`src/sv/ir_pulse_width_key_decoder_unit_macros.svh`:
```
// Assertion helpers for the IR pulse-width decoder.
`ifndef IR_PULSE_WIDTH_KEY_DECODER_UNIT_MACROS_SVH
`define IR_PULSE_WIDTH_KEY_DECODER_UNIT_MACROS_SVH

// Same-cycle implication, off during reset.
`define IRPW_ASSERT_NOW(label, clk, rst, ante, cons, msg) \
  label: assert property (@(posedge clk) disable iff (rst) (ante) |-> (cons)) \
    else $error(msg);

// Next-cycle implication, off during reset.
`define IRPW_ASSERT_NEXT(label, clk, rst, ante, cons, msg) \
  label: assert property (@(posedge clk) disable iff (rst) (ante) |=> (cons)) \
    else $error(msg);

`endif

```
`src/sv/ir_pwkd_pkg.sv`:
```
package ir_pwkd_pkg;

  localparam int unsigned KEY_BITS_DEF = 8;

  localparam int unsigned TIME_W  = 16;
  localparam int unsigned WIDTH_W = 17;
  localparam int unsigned COUNT_W = 4;
  localparam int unsigned BYTE_W  = 8;
  localparam int unsigned IDX_W   = 3;

  localparam logic [1:0] OP_WRAP = 2'd0;
  localparam logic [1:0] OP_RISE = 2'd1;
  localparam logic [1:0] OP_FALL = 2'd2;

  localparam logic [IDX_W-1:0] REG_TIMER_PERIOD = 3'd0;
  localparam logic [IDX_W-1:0] REG_HEADER_MIN   = 3'd1;
  localparam logic [IDX_W-1:0] REG_HEADER_MAX   = 3'd2;
  localparam logic [IDX_W-1:0] REG_ZERO_MIN     = 3'd3;
  localparam logic [IDX_W-1:0] REG_ZERO_MAX     = 3'd4;
  localparam logic [IDX_W-1:0] REG_ONE_MIN      = 3'd5;
  localparam logic [IDX_W-1:0] REG_ONE_MAX      = 3'd6;

  localparam logic [TIME_W-1:0] RST_TIMER_PERIOD = 16'd20000;
  localparam logic [TIME_W-1:0] RST_HEADER_MIN   = 16'd4000;
  localparam logic [TIME_W-1:0] RST_HEADER_MAX   = 16'd5000;
  localparam logic [TIME_W-1:0] RST_ZERO_MIN     = 16'd460;
  localparam logic [TIME_W-1:0] RST_ZERO_MAX     = 16'd660;
  localparam logic [TIME_W-1:0] RST_ONE_MIN      = 16'd1580;
  localparam logic [TIME_W-1:0] RST_ONE_MAX      = 16'd1780;

  localparam logic [COUNT_W-1:0] COUNT_MAX = 4'd15;

  typedef struct packed {
    logic [TIME_W-1:0] timer_period;
    logic [TIME_W-1:0] header_min;
    logic [TIME_W-1:0] header_max;
    logic [TIME_W-1:0] zero_min;
    logic [TIME_W-1:0] zero_max;
    logic [TIME_W-1:0] one_min;
    logic [TIME_W-1:0] one_max;
  } cfg_t;

  typedef struct packed {
    logic               neg;
    logic [WIDTH_W-1:0] width;
    logic               hdr;
    logic               zero;
    logic               one;
  } meas_t;

  typedef struct packed {
    logic [WIDTH_W-1:0] pulse_width;
    logic               width_invalid;
    logic               key_valid;
    logic [BYTE_W-1:0]  key_value;
    logic [COUNT_W-1:0] bits_seen;
  } result_t;

endpackage

```
`src/sv/ir_pwkd_cfg.sv`:
```
module ir_pwkd_cfg (
  input  logic                        clk,
  input  logic                        rst,
  input  logic                        cfg_valid,
  output logic                        cfg_ready,
  input  logic [ir_pwkd_pkg::IDX_W-1:0]  cfg_index,
  input  logic [ir_pwkd_pkg::TIME_W-1:0] cfg_data,
  output ir_pwkd_pkg::cfg_t           cfg
);
  import ir_pwkd_pkg::*;

  assign cfg_ready = 1'b1;

  // indexes past the last register are dropped
  always_ff @(posedge clk) begin
    if (rst) begin
      cfg.timer_period <= RST_TIMER_PERIOD;
      cfg.header_min   <= RST_HEADER_MIN;
      cfg.header_max   <= RST_HEADER_MAX;
      cfg.zero_min     <= RST_ZERO_MIN;
      cfg.zero_max     <= RST_ZERO_MAX;
      cfg.one_min      <= RST_ONE_MIN;
      cfg.one_max      <= RST_ONE_MAX;
    end else if (cfg_valid && cfg_ready) begin
      unique case (cfg_index)
        REG_TIMER_PERIOD: cfg.timer_period <= cfg_data;
        REG_HEADER_MIN:   cfg.header_min   <= cfg_data;
        REG_HEADER_MAX:   cfg.header_max   <= cfg_data;
        REG_ZERO_MIN:     cfg.zero_min     <= cfg_data;
        REG_ZERO_MAX:     cfg.zero_max     <= cfg_data;
        REG_ONE_MIN:      cfg.one_min      <= cfg_data;
        REG_ONE_MAX:      cfg.one_max      <= cfg_data;
        default: ;
      endcase
    end
  end

endmodule

```
`src/sv/ir_pwkd_meas.sv`:
```
module ir_pwkd_meas (
  input  logic [ir_pwkd_pkg::TIME_W-1:0] capture_time,
  input  logic [ir_pwkd_pkg::TIME_W-1:0] rise_stamp,
  input  logic                           wrap_seen,
  input  ir_pwkd_pkg::cfg_t              cfg,
  output ir_pwkd_pkg::meas_t             meas
);
  import ir_pwkd_pkg::*;

  // one sign bit above the 17-bit width range
  logic [WIDTH_W:0]   diff;
  logic [WIDTH_W:0]   add;
  logic [WIDTH_W-1:0] w;

  assign add  = wrap_seen ? {2'b00, cfg.timer_period} : '0;
  assign diff = {2'b00, capture_time} - {2'b00, rise_stamp} + add;
  assign w    = diff[WIDTH_W-1:0];

  always_comb begin
    meas.neg   = diff[WIDTH_W];
    meas.width = w;
    meas.hdr   = !diff[WIDTH_W] && (w > {1'b0, cfg.header_min}) &&
                 (w < {1'b0, cfg.header_max});
    meas.zero  = !diff[WIDTH_W] && (w > {1'b0, cfg.zero_min}) &&
                 (w < {1'b0, cfg.zero_max});
    meas.one   = !diff[WIDTH_W] && (w > {1'b0, cfg.one_min}) &&
                 (w < {1'b0, cfg.one_max});
  end

endmodule

```
`src/sv/ir_pwkd_core.sv`:
```
`include "ir_pulse_width_key_decoder_unit_macros.svh"

module ir_pwkd_core #(
  parameter int unsigned KEY_BITS = ir_pwkd_pkg::KEY_BITS_DEF
) (
  input  logic                           clk,
  input  logic                           rst,
  input  logic                           fire,
  input  logic [1:0]                     op,
  input  logic [ir_pwkd_pkg::TIME_W-1:0] cap,
  input  ir_pwkd_pkg::cfg_t              cfg,
  output ir_pwkd_pkg::result_t           res
);
  import ir_pwkd_pkg::*;

  // header count that marks a full key: header plus KEY_BITS data bits
  localparam logic [COUNT_W-1:0] FULL_COUNT = COUNT_W'(KEY_BITS + 1);

  logic [TIME_W-1:0]  rise_stamp, rise_stamp_next;
  logic               wrap_seen, wrap_seen_next;
  logic [COUNT_W-1:0] frame_count, frame_count_next;
  logic [BYTE_W-1:0]  shift_byte, shift_byte_next;
  logic [BYTE_W-1:0]  latched_key, latched_key_next;
  meas_t              meas;

  ir_pwkd_meas u_meas (
    .capture_time (cap),
    .rise_stamp   (rise_stamp),
    .wrap_seen    (wrap_seen),
    .cfg          (cfg),
    .meas         (meas)
  );

  always_comb begin
    rise_stamp_next  = rise_stamp;
    wrap_seen_next   = wrap_seen;
    frame_count_next = frame_count;
    shift_byte_next  = shift_byte;
    latched_key_next = latched_key;
    res.pulse_width   = '0;
    res.width_invalid = 1'b0;
    res.key_valid     = 1'b0;
    unique case (op)
      OP_WRAP: wrap_seen_next = 1'b1;
      OP_RISE: begin
        rise_stamp_next = cap;
        wrap_seen_next  = 1'b0;
      end
      OP_FALL: begin
        wrap_seen_next = 1'b0;
        if (meas.neg) begin
          res.width_invalid = 1'b1;
        end else begin
          res.pulse_width = meas.width;
          if (meas.hdr) begin
            if (frame_count == FULL_COUNT) begin
              latched_key_next = shift_byte;
              res.key_valid    = 1'b1;
            end
            frame_count_next = COUNT_W'(1);
            shift_byte_next  = '0;
          end else if (frame_count != '0 && (meas.zero || meas.one)) begin
            // zero window wins over one window
            if (frame_count != COUNT_MAX) begin
              frame_count_next = frame_count + COUNT_W'(1);
            end
            shift_byte_next = {shift_byte[BYTE_W-2:0], !meas.zero};
          end
        end
      end
      default: ;
    endcase
    res.key_value = latched_key_next;
    res.bits_seen = frame_count_next;
  end

  always_ff @(posedge clk) begin
    if (rst) begin
      rise_stamp  <= '0;
      wrap_seen   <= 1'b0;
      frame_count <= '0;
      shift_byte  <= '0;
      latched_key <= '0;
    end else if (fire) begin
      rise_stamp  <= rise_stamp_next;
      wrap_seen   <= wrap_seen_next;
      frame_count <= frame_count_next;
      shift_byte  <= shift_byte_next;
      latched_key <= latched_key_next;
    end
  end

  `IRPW_ASSERT_NOW(a_key_opens_frame, clk, rst, fire && res.key_valid,
    res.bits_seen == COUNT_W'(1), "key latched without frame restart")
  `IRPW_ASSERT_NOW(a_neg_width_quiet, clk, rst, fire && res.width_invalid,
    res.pulse_width == '0 && !res.key_valid, "negative width leaked a result")
  `IRPW_ASSERT_NEXT(a_count_on_fall, clk, rst, !(fire && op == OP_FALL),
    frame_count == $past(frame_count), "bit counter moved without a falling edge")
  `IRPW_ASSERT_NEXT(a_key_hold, clk, rst, !(fire && res.key_valid),
    latched_key == $past(latched_key), "key changed without key_valid")

endmodule

```
`src/sv/ir_pulse_width_key_decoder_unit.sv`:
```
// Channel | Direction | Handshake             | Word
// in      | input     | in_valid / in_ready   | operation, capture_time
// out     | output    | out_valid / out_ready | pulse_width, width_invalid, key_valid,
//         |           |                       | key_value, bits_seen
// cfg     | input     | cfg_valid / cfg_ready | cfg_index, cfg_data
//
// Each word passes the input register, then one pass of subtract/compare/shift
// into the output register. One word per cycle sustained while out_ready is high.
// Reset (rst, synchronous) restores register defaults and clears decoder state.
// A stalled output holds the result; the input register still takes a word while
// the result waits, then in_ready drops until out_ready frees the output.
// cfg_ready is always high.
module ir_pulse_width_key_decoder_unit #(
  parameter int unsigned KEY_BITS = ir_pwkd_pkg::KEY_BITS_DEF
) (
  input  logic                            clk,
  input  logic                            rst,
  input  logic                            in_valid,
  output logic                            in_ready,
  input  logic [1:0]                      operation,
  input  logic [ir_pwkd_pkg::TIME_W-1:0]  capture_time,
  output logic                            out_valid,
  input  logic                            out_ready,
  output logic [ir_pwkd_pkg::WIDTH_W-1:0] pulse_width,
  output logic                            width_invalid,
  output logic                            key_valid,
  output logic [ir_pwkd_pkg::BYTE_W-1:0]  key_value,
  output logic [ir_pwkd_pkg::COUNT_W-1:0] bits_seen,
  input  logic                            cfg_valid,
  output logic                            cfg_ready,
  input  logic [ir_pwkd_pkg::IDX_W-1:0]   cfg_index,
  input  logic [ir_pwkd_pkg::TIME_W-1:0]  cfg_data
);
  import ir_pwkd_pkg::*;

  cfg_t              cfg;
  result_t           res;
  logic              s1_valid;
  logic [1:0]        s1_op;
  logic [TIME_W-1:0] s1_cap;
  logic              advance;

  assign advance  = s1_valid && (!out_valid || out_ready);
  assign in_ready = !s1_valid || advance;

  ir_pwkd_cfg u_cfg (
    .clk       (clk),
    .rst       (rst),
    .cfg_valid (cfg_valid),
    .cfg_ready (cfg_ready),
    .cfg_index (cfg_index),
    .cfg_data  (cfg_data),
    .cfg       (cfg)
  );

  ir_pwkd_core #(
    .KEY_BITS (KEY_BITS)
  ) u_core (
    .clk  (clk),
    .rst  (rst),
    .fire (advance),
    .op   (s1_op),
    .cap  (s1_cap),
    .cfg  (cfg),
    .res  (res)
  );

  always_ff @(posedge clk) begin
    if (rst) begin
      s1_valid <= 1'b0;
    end else if (in_ready) begin
      s1_valid <= in_valid;
    end
  end

  always_ff @(posedge clk) begin
    if (in_valid && in_ready) begin
      s1_op  <= operation;
      s1_cap <= capture_time;
    end
  end

  always_ff @(posedge clk) begin
    if (rst) begin
      out_valid <= 1'b0;
    end else if (advance) begin
      out_valid <= 1'b1;
    end else if (out_ready) begin
      out_valid <= 1'b0;
    end
  end

  always_ff @(posedge clk) begin
    if (advance) begin
      pulse_width   <= res.pulse_width;
      width_invalid <= res.width_invalid;
      key_valid     <= res.key_valid;
      key_value     <= res.key_value;
      bits_seen     <= res.bits_seen;
    end
  end

endmodule

```
`config.mk`:
```
export PLATFORM = sky130hd
export DESIGN_NAME = ir_pulse_width_key_decoder_unit
export DESIGN_NICKNAME = d
export VERILOG_FILES = /design/src/sv/ir_pwkd_pkg.sv /design/src/sv/ir_pwkd_cfg.sv /design/src/sv/ir_pwkd_meas.sv /design/src/sv/ir_pwkd_core.sv /design/src/sv/ir_pulse_width_key_decoder_unit.sv
export VERILOG_INCLUDE_DIRS = /design/src /design/src/sv
export SDC_FILE = /design/constraint.sdc
export NUM_CORES = 1
export LEC_CHECK = 0
export BUFFER_PORTS_ARGS = -buffer_cell sky130_fd_sc_hd__clkbuf_2
export CAP_MARGIN = 20
export CORE_MARGIN = 3
export CORE_UTILIZATION = 45
export DETAILED_ROUTE_END_ITERATION = 8
export REMOVE_ABC_BUFFERS = 1
export SETUP_SLACK_MARGIN = 0.02
export SKIP_LAST_GASP = 1
export SLEW_MARGIN = 20
export SYNTH_ARGS = -nofsm -noshare
export SYNTH_HDL_FRONTEND = slang
export SYNTH_SLANG_ARGS = --single-unit
export TNS_END_PERCENT = 50
```
`constraint.sdc`:
```
create_clock -name clk -period 11.94 [get_ports clk]
set_clock_uncertainty 0.15 [all_clocks]
set_input_delay 0 -clock clk [delete_from_list [all_inputs] [get_ports clk]]
set_output_delay 0 -clock clk [all_outputs]
set_load 0.02 [all_outputs]
```
==> results of run 1 <==
[final cells by class]
cell class	instances	area, um2	share of cell area
repair buffers	125	853	0.0655
multi-input cells	944	6150	0.472
inverters	140	526	0.0403
well taps	324	405	0.0311
clock buffers	17	425	0.0326
flip-flops and latches	200	4490	0.345
clock inverters	15	173	0.0133
[cells in the mapped netlist (all sizes together) (2+ instances only)]
master	count	area [um2]
o221ai	2	35.0
nand2b	15	93.8
nor2b	29	189
nand4	10	62.6
o21ai	31	155
and3	6	37.5
a21o	18	135
xor2	5	43.8
o211ai	5	37.5
and2	20	125
a21boi	3	22.5
a31oi	2	12.5
edfxtp	49	1470
a221oi	4	58.8
ha	133	1660
nand3	18	90.1
mux2i	8	80.1
nor2	67	251
and4	2	17.5
mux2	8	90.1
or2	2	12.5
a211o	19	166
fa	2	40.0
o21bai	3	22.5
o2111ai	5	43.8
a21oi	149	746
o32ai	2	17.5
a211oi	11	82.6
nor3	8	45.0
a221o	2	20.0
o21a	9	67.6
or3	4	25.0
inv	140	526
a2111oi	3	26.3
nor4	4	40.0
clkbuf	43	161
a32oi	2	17.5
o31ai	4	35.0
dfxtp	151	3020
a311oi	2	17.5
nand3b	25	188
nand2	260	976
o211a	3	30.0
o22ai	7	43.8
xnor2	19	166
[how the worst max path moves through the flow]
stage / startpoint / to / cells past startpoint
floorplan: s1_cap[1] / u_core.frame_count[2] / 24
global placement: s1_cap[1] / u_core.frame_count[3] / 24
detailed placement: s1_cap[1] / u_core.frame_count[3] / 24
CTS: s1_cap[1] / u_core.frame_count[3] / 24
global route: s1_cap[1] / key_value[4] / 24
finish: s1_cap[1] / key_value[4] / 24
[metal layers]
layer,vias up,global-route usage,wire length (um)
li1,4746,-,-
met1,4341,0.312,14000
met2,187,0.324,12100
met3,22,0.0273,1220
met4,0,0.0518,316
met5,-,0,0
[power groups by stage]
stage	Clock [W]	Combinational (W)	Sequential (W)
detailed placement	0	0.000326	0.000740
floorplan	0	0.000208	0.000745
global placement	0	0.000321	0.000740
CTS	0.000596	0.000339	0.000724
global route	0.000624	0.000383	0.000727
finish	0.000583	0.000339	0.000724
[repair_timing]
item	CTS	global route
resized for setup	0	0
hold endpoints to repair	132	0
hold buffers	39	0
[per-stage QoR]
step	worst slack (ps)	hold WS (ps)	instances
after floorplan	5930	-80.9	1284
after global placement	5090	27.0	1694
after detailed placement	4890	28.6	1694
after CTS	4850	4.03	1765
after global routing	4480	84.2	1765
final	5030	20.1	1765
[cells by family (layout without fill, tap and decap cells)]
group                      after synthesis  after routing  share of synthesized area
and+or+nand+nor                        472            472                      0.191
AOI/OAI and AO/OA                      296            296                      0.166
DFF                                    200            200                      0.397
buffers and inverters                  184            297                     0.0613
adders and majority gates              135            135                      0.150
xor gates and xnor gates                24             24                     0.0185
muxes                                   16             16                     0.0150
other                                    1              1                   0.000331
[worst max-delay path: stages (launching register included)]
cell	delay, ps
edfxtp_1	420
ha_1	290
nor2b_1	110
o21ai_0	90
a21boi_0	370
o2111ai_1	280
a311oi_1	290
o21a_1	160
nor2_1	50
xnor2_1	120
ha_1	350
a21o_1	200
a21o_1	220
a21oi_1	270
nand2_1	110
xnor2_1	590
ha_1	390
nand4_1	100
nor2_1	50
a41o_1	230
a2111oi_0	360
o211ai_1	180
buf_4	230
nor3_2	600
mux2_2	420
[state kept, by name, indices dropped and copies added, names as in the netlist, 2 cells and up]
signal and flops:
s1_cap 16, u_core.rise_stamp 16, key_value 8, u_cfg.cfg 112, pulse_width 17, u_core.shift_byte 8
u_core.latched_key 8, u_core.frame_count 4, s1_op 2, bits_seen 4
==> metrics.csv, run 1 <==
stage;metric;value;unit
place;place_hpwl;19900;um
global_routing;antenna_found_initial;0;
sta;period_needed;6910;ps
power_and_ir_drop;power.internal;0.00113;W
run_status;status;finished clean;
worst_hold_path;min_from;cfg_index[0];
clock_network;cts-buffers-inserted;17;
run;cap_violations;0;
power_and_ir_drop;combPwrFrac;0.206;
place;dpl_cell_area;12000;um2
worst_hold_path;hp-class;primary input to flop;
power_and_ir_drop;power_frac_seq;0.440;
clock_network;htreeDepth;4;
sta;hold_viol_final;0;
setup_path;r2r_start;s1_cap[1];
setup_path;rrSetupSlack;5030;ps
floorplan;start_util;0.462;
clock_network;clock-sinks;200;
sta;rsz0062_at_grt;no;
floorplan;fp.dieH;165;um
yosys;yosys_warnings;0;
sta;relSlewSlack;0.304;
setup_path;cp.required;11980;ps
clock_network;cts_setup_buffers;0;
worst_hold_path;min_to;u_cfg.cfg[100];
sta;max_clock_freq;145;MHz
clock_network;clk_pin_slew_worst_paths;80;ps
setup_path;r2r.worst_path.cells;24;
place;port_buffers;74;
route;via_per_inst;5.27;
power_and_ir_drop;power.switching;0.000515;W
cells_and_area;fin_util;0.531;
power_and_ir_drop;switching_share;0.313;
route;first_iter_violations;609;
route;wl_per_cell;15.6;um
yosys;syn_avg_cell_area;8.53;um2
yosys;synth_ff_type;dfxtp_1;
cells_and_area;areaGrowthSynthToFinish;15.0;%
cells_and_area;antennaDiodeCount;0;
cells_and_area;mostFrequentLayoutCells;nand2_1, dfxtp_1, a21oi_1;
sta;final.setup.tns;0;ps
yosys;ys_seq_area_frac;0.397;
power_and_ir_drop;p_leak;5.42;nW
global_routing;grt_max_degree;93;
route;finalWirelength;27600;um
setup_path;startpoint_type;flop;
power_and_ir_drop;finalPower;0.00165;W
global_routing;grt_first_pass_wirelength;45400;um
yosys;yosysUniqueCellTypes;67;
place;routabilityCongestion;0.876;
yosys;netlist_instances;1328;
setup_path;cp_data_arrival_time;6960;ps
cells_and_area;drive_above_1_share;0.0958;
route;num_vias;9296;
yosys;ys_ff_latch;200;
floorplan;core;24500;um2
setup_path;r2r_end;key_value[4];
floorplan;die_w;165;um
clock_network;tritoncts;yes;
power_and_ir_drop;pwr-share-clk;0.354;
setup_path;end_kind;flop;
cells_and_area;postLayoutCellArea;13000;um2
clock_network;cts-root-buf;clkbuf_16;
cells_and_area;nFillCells;2348;
yosys;synth_enable_flop_cells;49;
clock_network;clockBufferDepth;2;
setup_path;worstPathMaxFanout;13;
cells_and_area;final_common_cell;nand2_1;
clock_network;clock_latency;440;ps
floorplan;ios;76;
setup_path;crit_type;flop to flop;
power_and_ir_drop;irDropWorstVdd;0.0803;mV
route;antenna_left;0;
sta;fin_crit_sh;0.579;
worst_hold_path;min_delay_path_depth;5;
global_routing;gr-total-overflow;0;
route;dr.pass1.iters;6;
yosys;synthArstFlopShare;0;
cells_and_area;nets;1605;
floorplan;rows;57;
route;drc;0;
sta;drv_slew;0;
global_routing;grt_pass1_vias;8821;
sta;worst_pin_slew;1040;ps
global_routing;grt_util_all_layers;0.210;
yosys;syn-cell-area;11300;um2
sta;setup_viol;0;
power_and_ir_drop;powerDensity;126;nW/um2
floorplan;dieArea;27100;um2
No activity file was read; power rests on OpenSTA's default activity.
==> run 2: changes to the inputs <==
==> constraint.sdc (replaced) <==
create_clock -name clk -period 6.1 [get_ports clk]
set_clock_uncertainty 0.15 [all_clocks]
set_input_delay 0 -clock clk [delete_from_list [all_inputs] [get_ports clk]]
set_output_delay 0 -clock clk [all_outputs]
set_load 0.02 [all_outputs]
==> metrics.csv, run 2 (synthesis gave the netlist of run 1 again) <==
stage;metric;value;unit
route;wl_per_cell;15.4;um
worst_hold_path;hp-class;primary input to flop;
clock_network;clock_latency;450;ps
run_status;status;finished clean;
route;drc;0;
route;first_iter_violations;441;
clock_network;cts-buffers-inserted;17;
floorplan;dieArea;27100;um2
clock_network;clockBufferDepth;2;
setup_path;startpoint_type;flop;
power_and_ir_drop;powerDensity;245;nW/um2
cells_and_area;final_common_cell;nand2_1;
global_routing;grt_max_degree;96;
cells_and_area;areaGrowthSynthToFinish;17.6;%
setup_path;crit_type;flop to flop;
clock_network;tritoncts;yes;
clock_network;clock-sinks;200;
global_routing;antenna_found_initial;0;
sta;fin_ws;296;ps
cells_and_area;layout.cells.non_filler;1790;
power_and_ir_drop;p_leak;5.57;nW
setup_path;cp_data_arrival_time;5850;ps
place;pre_cts_ws;-29.5;ps
cells_and_area;antennaDiodeCount;0;
route;dr.pass1.iters;5;
clock_network;clk_pin_slew_worst_paths;90;ps
place;port_buffers;74;
setup_path;crit_buf_inv;3;
clock_network;cts-root-buf;clkbuf_16;
setup_path;cpMostUsedCell;a21oi_2;
place;routabilityCongestion;0.914;
setup_path;rrSetupSlack;300;ps
sta;worst_pin_slew;1070;ps
setup_path;slowest_delay;390;ps
sta;hold_slack;20.9;ps
floorplan;ios;76;
route;antenna_left;0;
global_routing;grt_first_pass_wirelength;45500;um
sta;hold_viol_final;0;
cells_and_area;largest_register_ffs;112;
setup_path;slowest_stage;fa_2;
cells_and_area;regMostFlops;u_cfg.cfg;
global_routing;gr-total-overflow;0;
sta;max_clock_freq;172;MHz
route;finalWirelength;27600;um
floorplan;core;24500;um2
sta;final.setup.tns;0;ps
place;placed_cells;1718;
cells_and_area;fin_util;0.543;
setup_path;end_kind;flop;
cells_and_area;nets;1630;
floorplan;die_w;165;um
global_routing;grt_pass1_vias;8891;
cells_and_area;nFillCells;2313;
clock_network;htreeDepth;4;
setup_path;critical_path.top_delay_family;compound AO/OA/AOI/OAI gates;
sta;setup_viol;0;
sta;period_needed;5800;ps
setup_path;cp.required;6150;ps
floorplan;rows;57;
cells_and_area;largest_registers;u_cfg.cfg (112), pulse_width (17);
floorplan;fp.dieH;165;um
cells_and_area;drive_above_1_share;0.128;
place;place_hpwl;19800;um
global_routing;grt_util_all_layers;0.210;
power_and_ir_drop;irDropWorstVdd;0.163;mV
sta;relSlewSlack;0.280;
run;cap_violations;0;
floorplan;start_util;0.462;
cells_and_area;mostFrequentLayoutCells;nand2_1, dfxtp_1, a21oi_1;
cells_and_area;multi_input_comb_area;6280;um2
sta;fin_crit_sh;0.952;
route;via_per_inst;5.22;
setup_path;worstPathMaxFanout;10;
cells_and_area;seqCellArea;4490;um2
sta;drv_slew;0;
route;num_vias;9341;
run 2: final cells by class:
class | count | area share
well taps | 324 | 0.0304
multi-input cells | 944 | 0.471
flip-flops and latches | 200 | 0.337
clock inverters | 14 | 0.0111
clock buffers | 18 | 0.0322
repair buffers | 150 | 0.0789
inverters | 140 | 0.0394
run 2: per-stage QoR:
step           area (um2)  power, W
3_3_place_gp        12200   0.00210
4_1_cts             13200   0.00327
3_5_place_dp        12200   0.00211
6_report            13300   0.00327
2_1_floorplan       11200   0.00187
5_1_grt             13300   0.00344
run 2: routing by layer:
metal | wire length, um | vias up | GRT usage | share of wire
li1 | - | 4804 | - | -
met1 | 13600 | 4338 | 0.298 | 0.49
met2 | 12600 | 172 | 0.341 | 0.45
met3 | 1030 | 27 | 0.0266 | 0.037
met4 | 371 | 0 | 0.0507 | 0.013
met5 | 0 | - | 0 | 0
run 2: tightest hold or removal path: cells and delay by family:
kind,cells,cell delay (ps)
AO/OA/AOI/OAI,1,50
AND/OR/NAND/NOR,2,150
buffers and inverters,2,360
run 2: what timing repair did:
| item | in CTS | in global routing |
|---|---|---|
| endpoints found under the hold margin | 132 | 0 |
| hold buffers | 37 | 0 |
| endpoints found under the setup margin | 3 | 33 |
| setup buffers | 1 | 2 |
| pin swaps | 1 | 8 |
| gates resized for setup | 1 | 35 |
run 2: path summary, 6_finish.rpt:
check                              startpoint             to  depth (start not counted)
worst max register to register      s1_cap[0]   key_value[5]                         26
worst min register to register  u_cfg.cfg[99]  u_cfg.cfg[99]                          2
worst min-delay path             cfg_index[0]  u_cfg.cfg[97]                          5
worst max-delay path                s1_cap[0]   key_value[5]                         26
run 2: power breakdown:
group	internal (W)	leakage, nW	switching [W]
registers	0.00140	1.68	0.0000182
logic	0.000301	3.60	0.000419
clock network	0.000551	0.284	0.000577
total	0.00225	5.57	0.00101
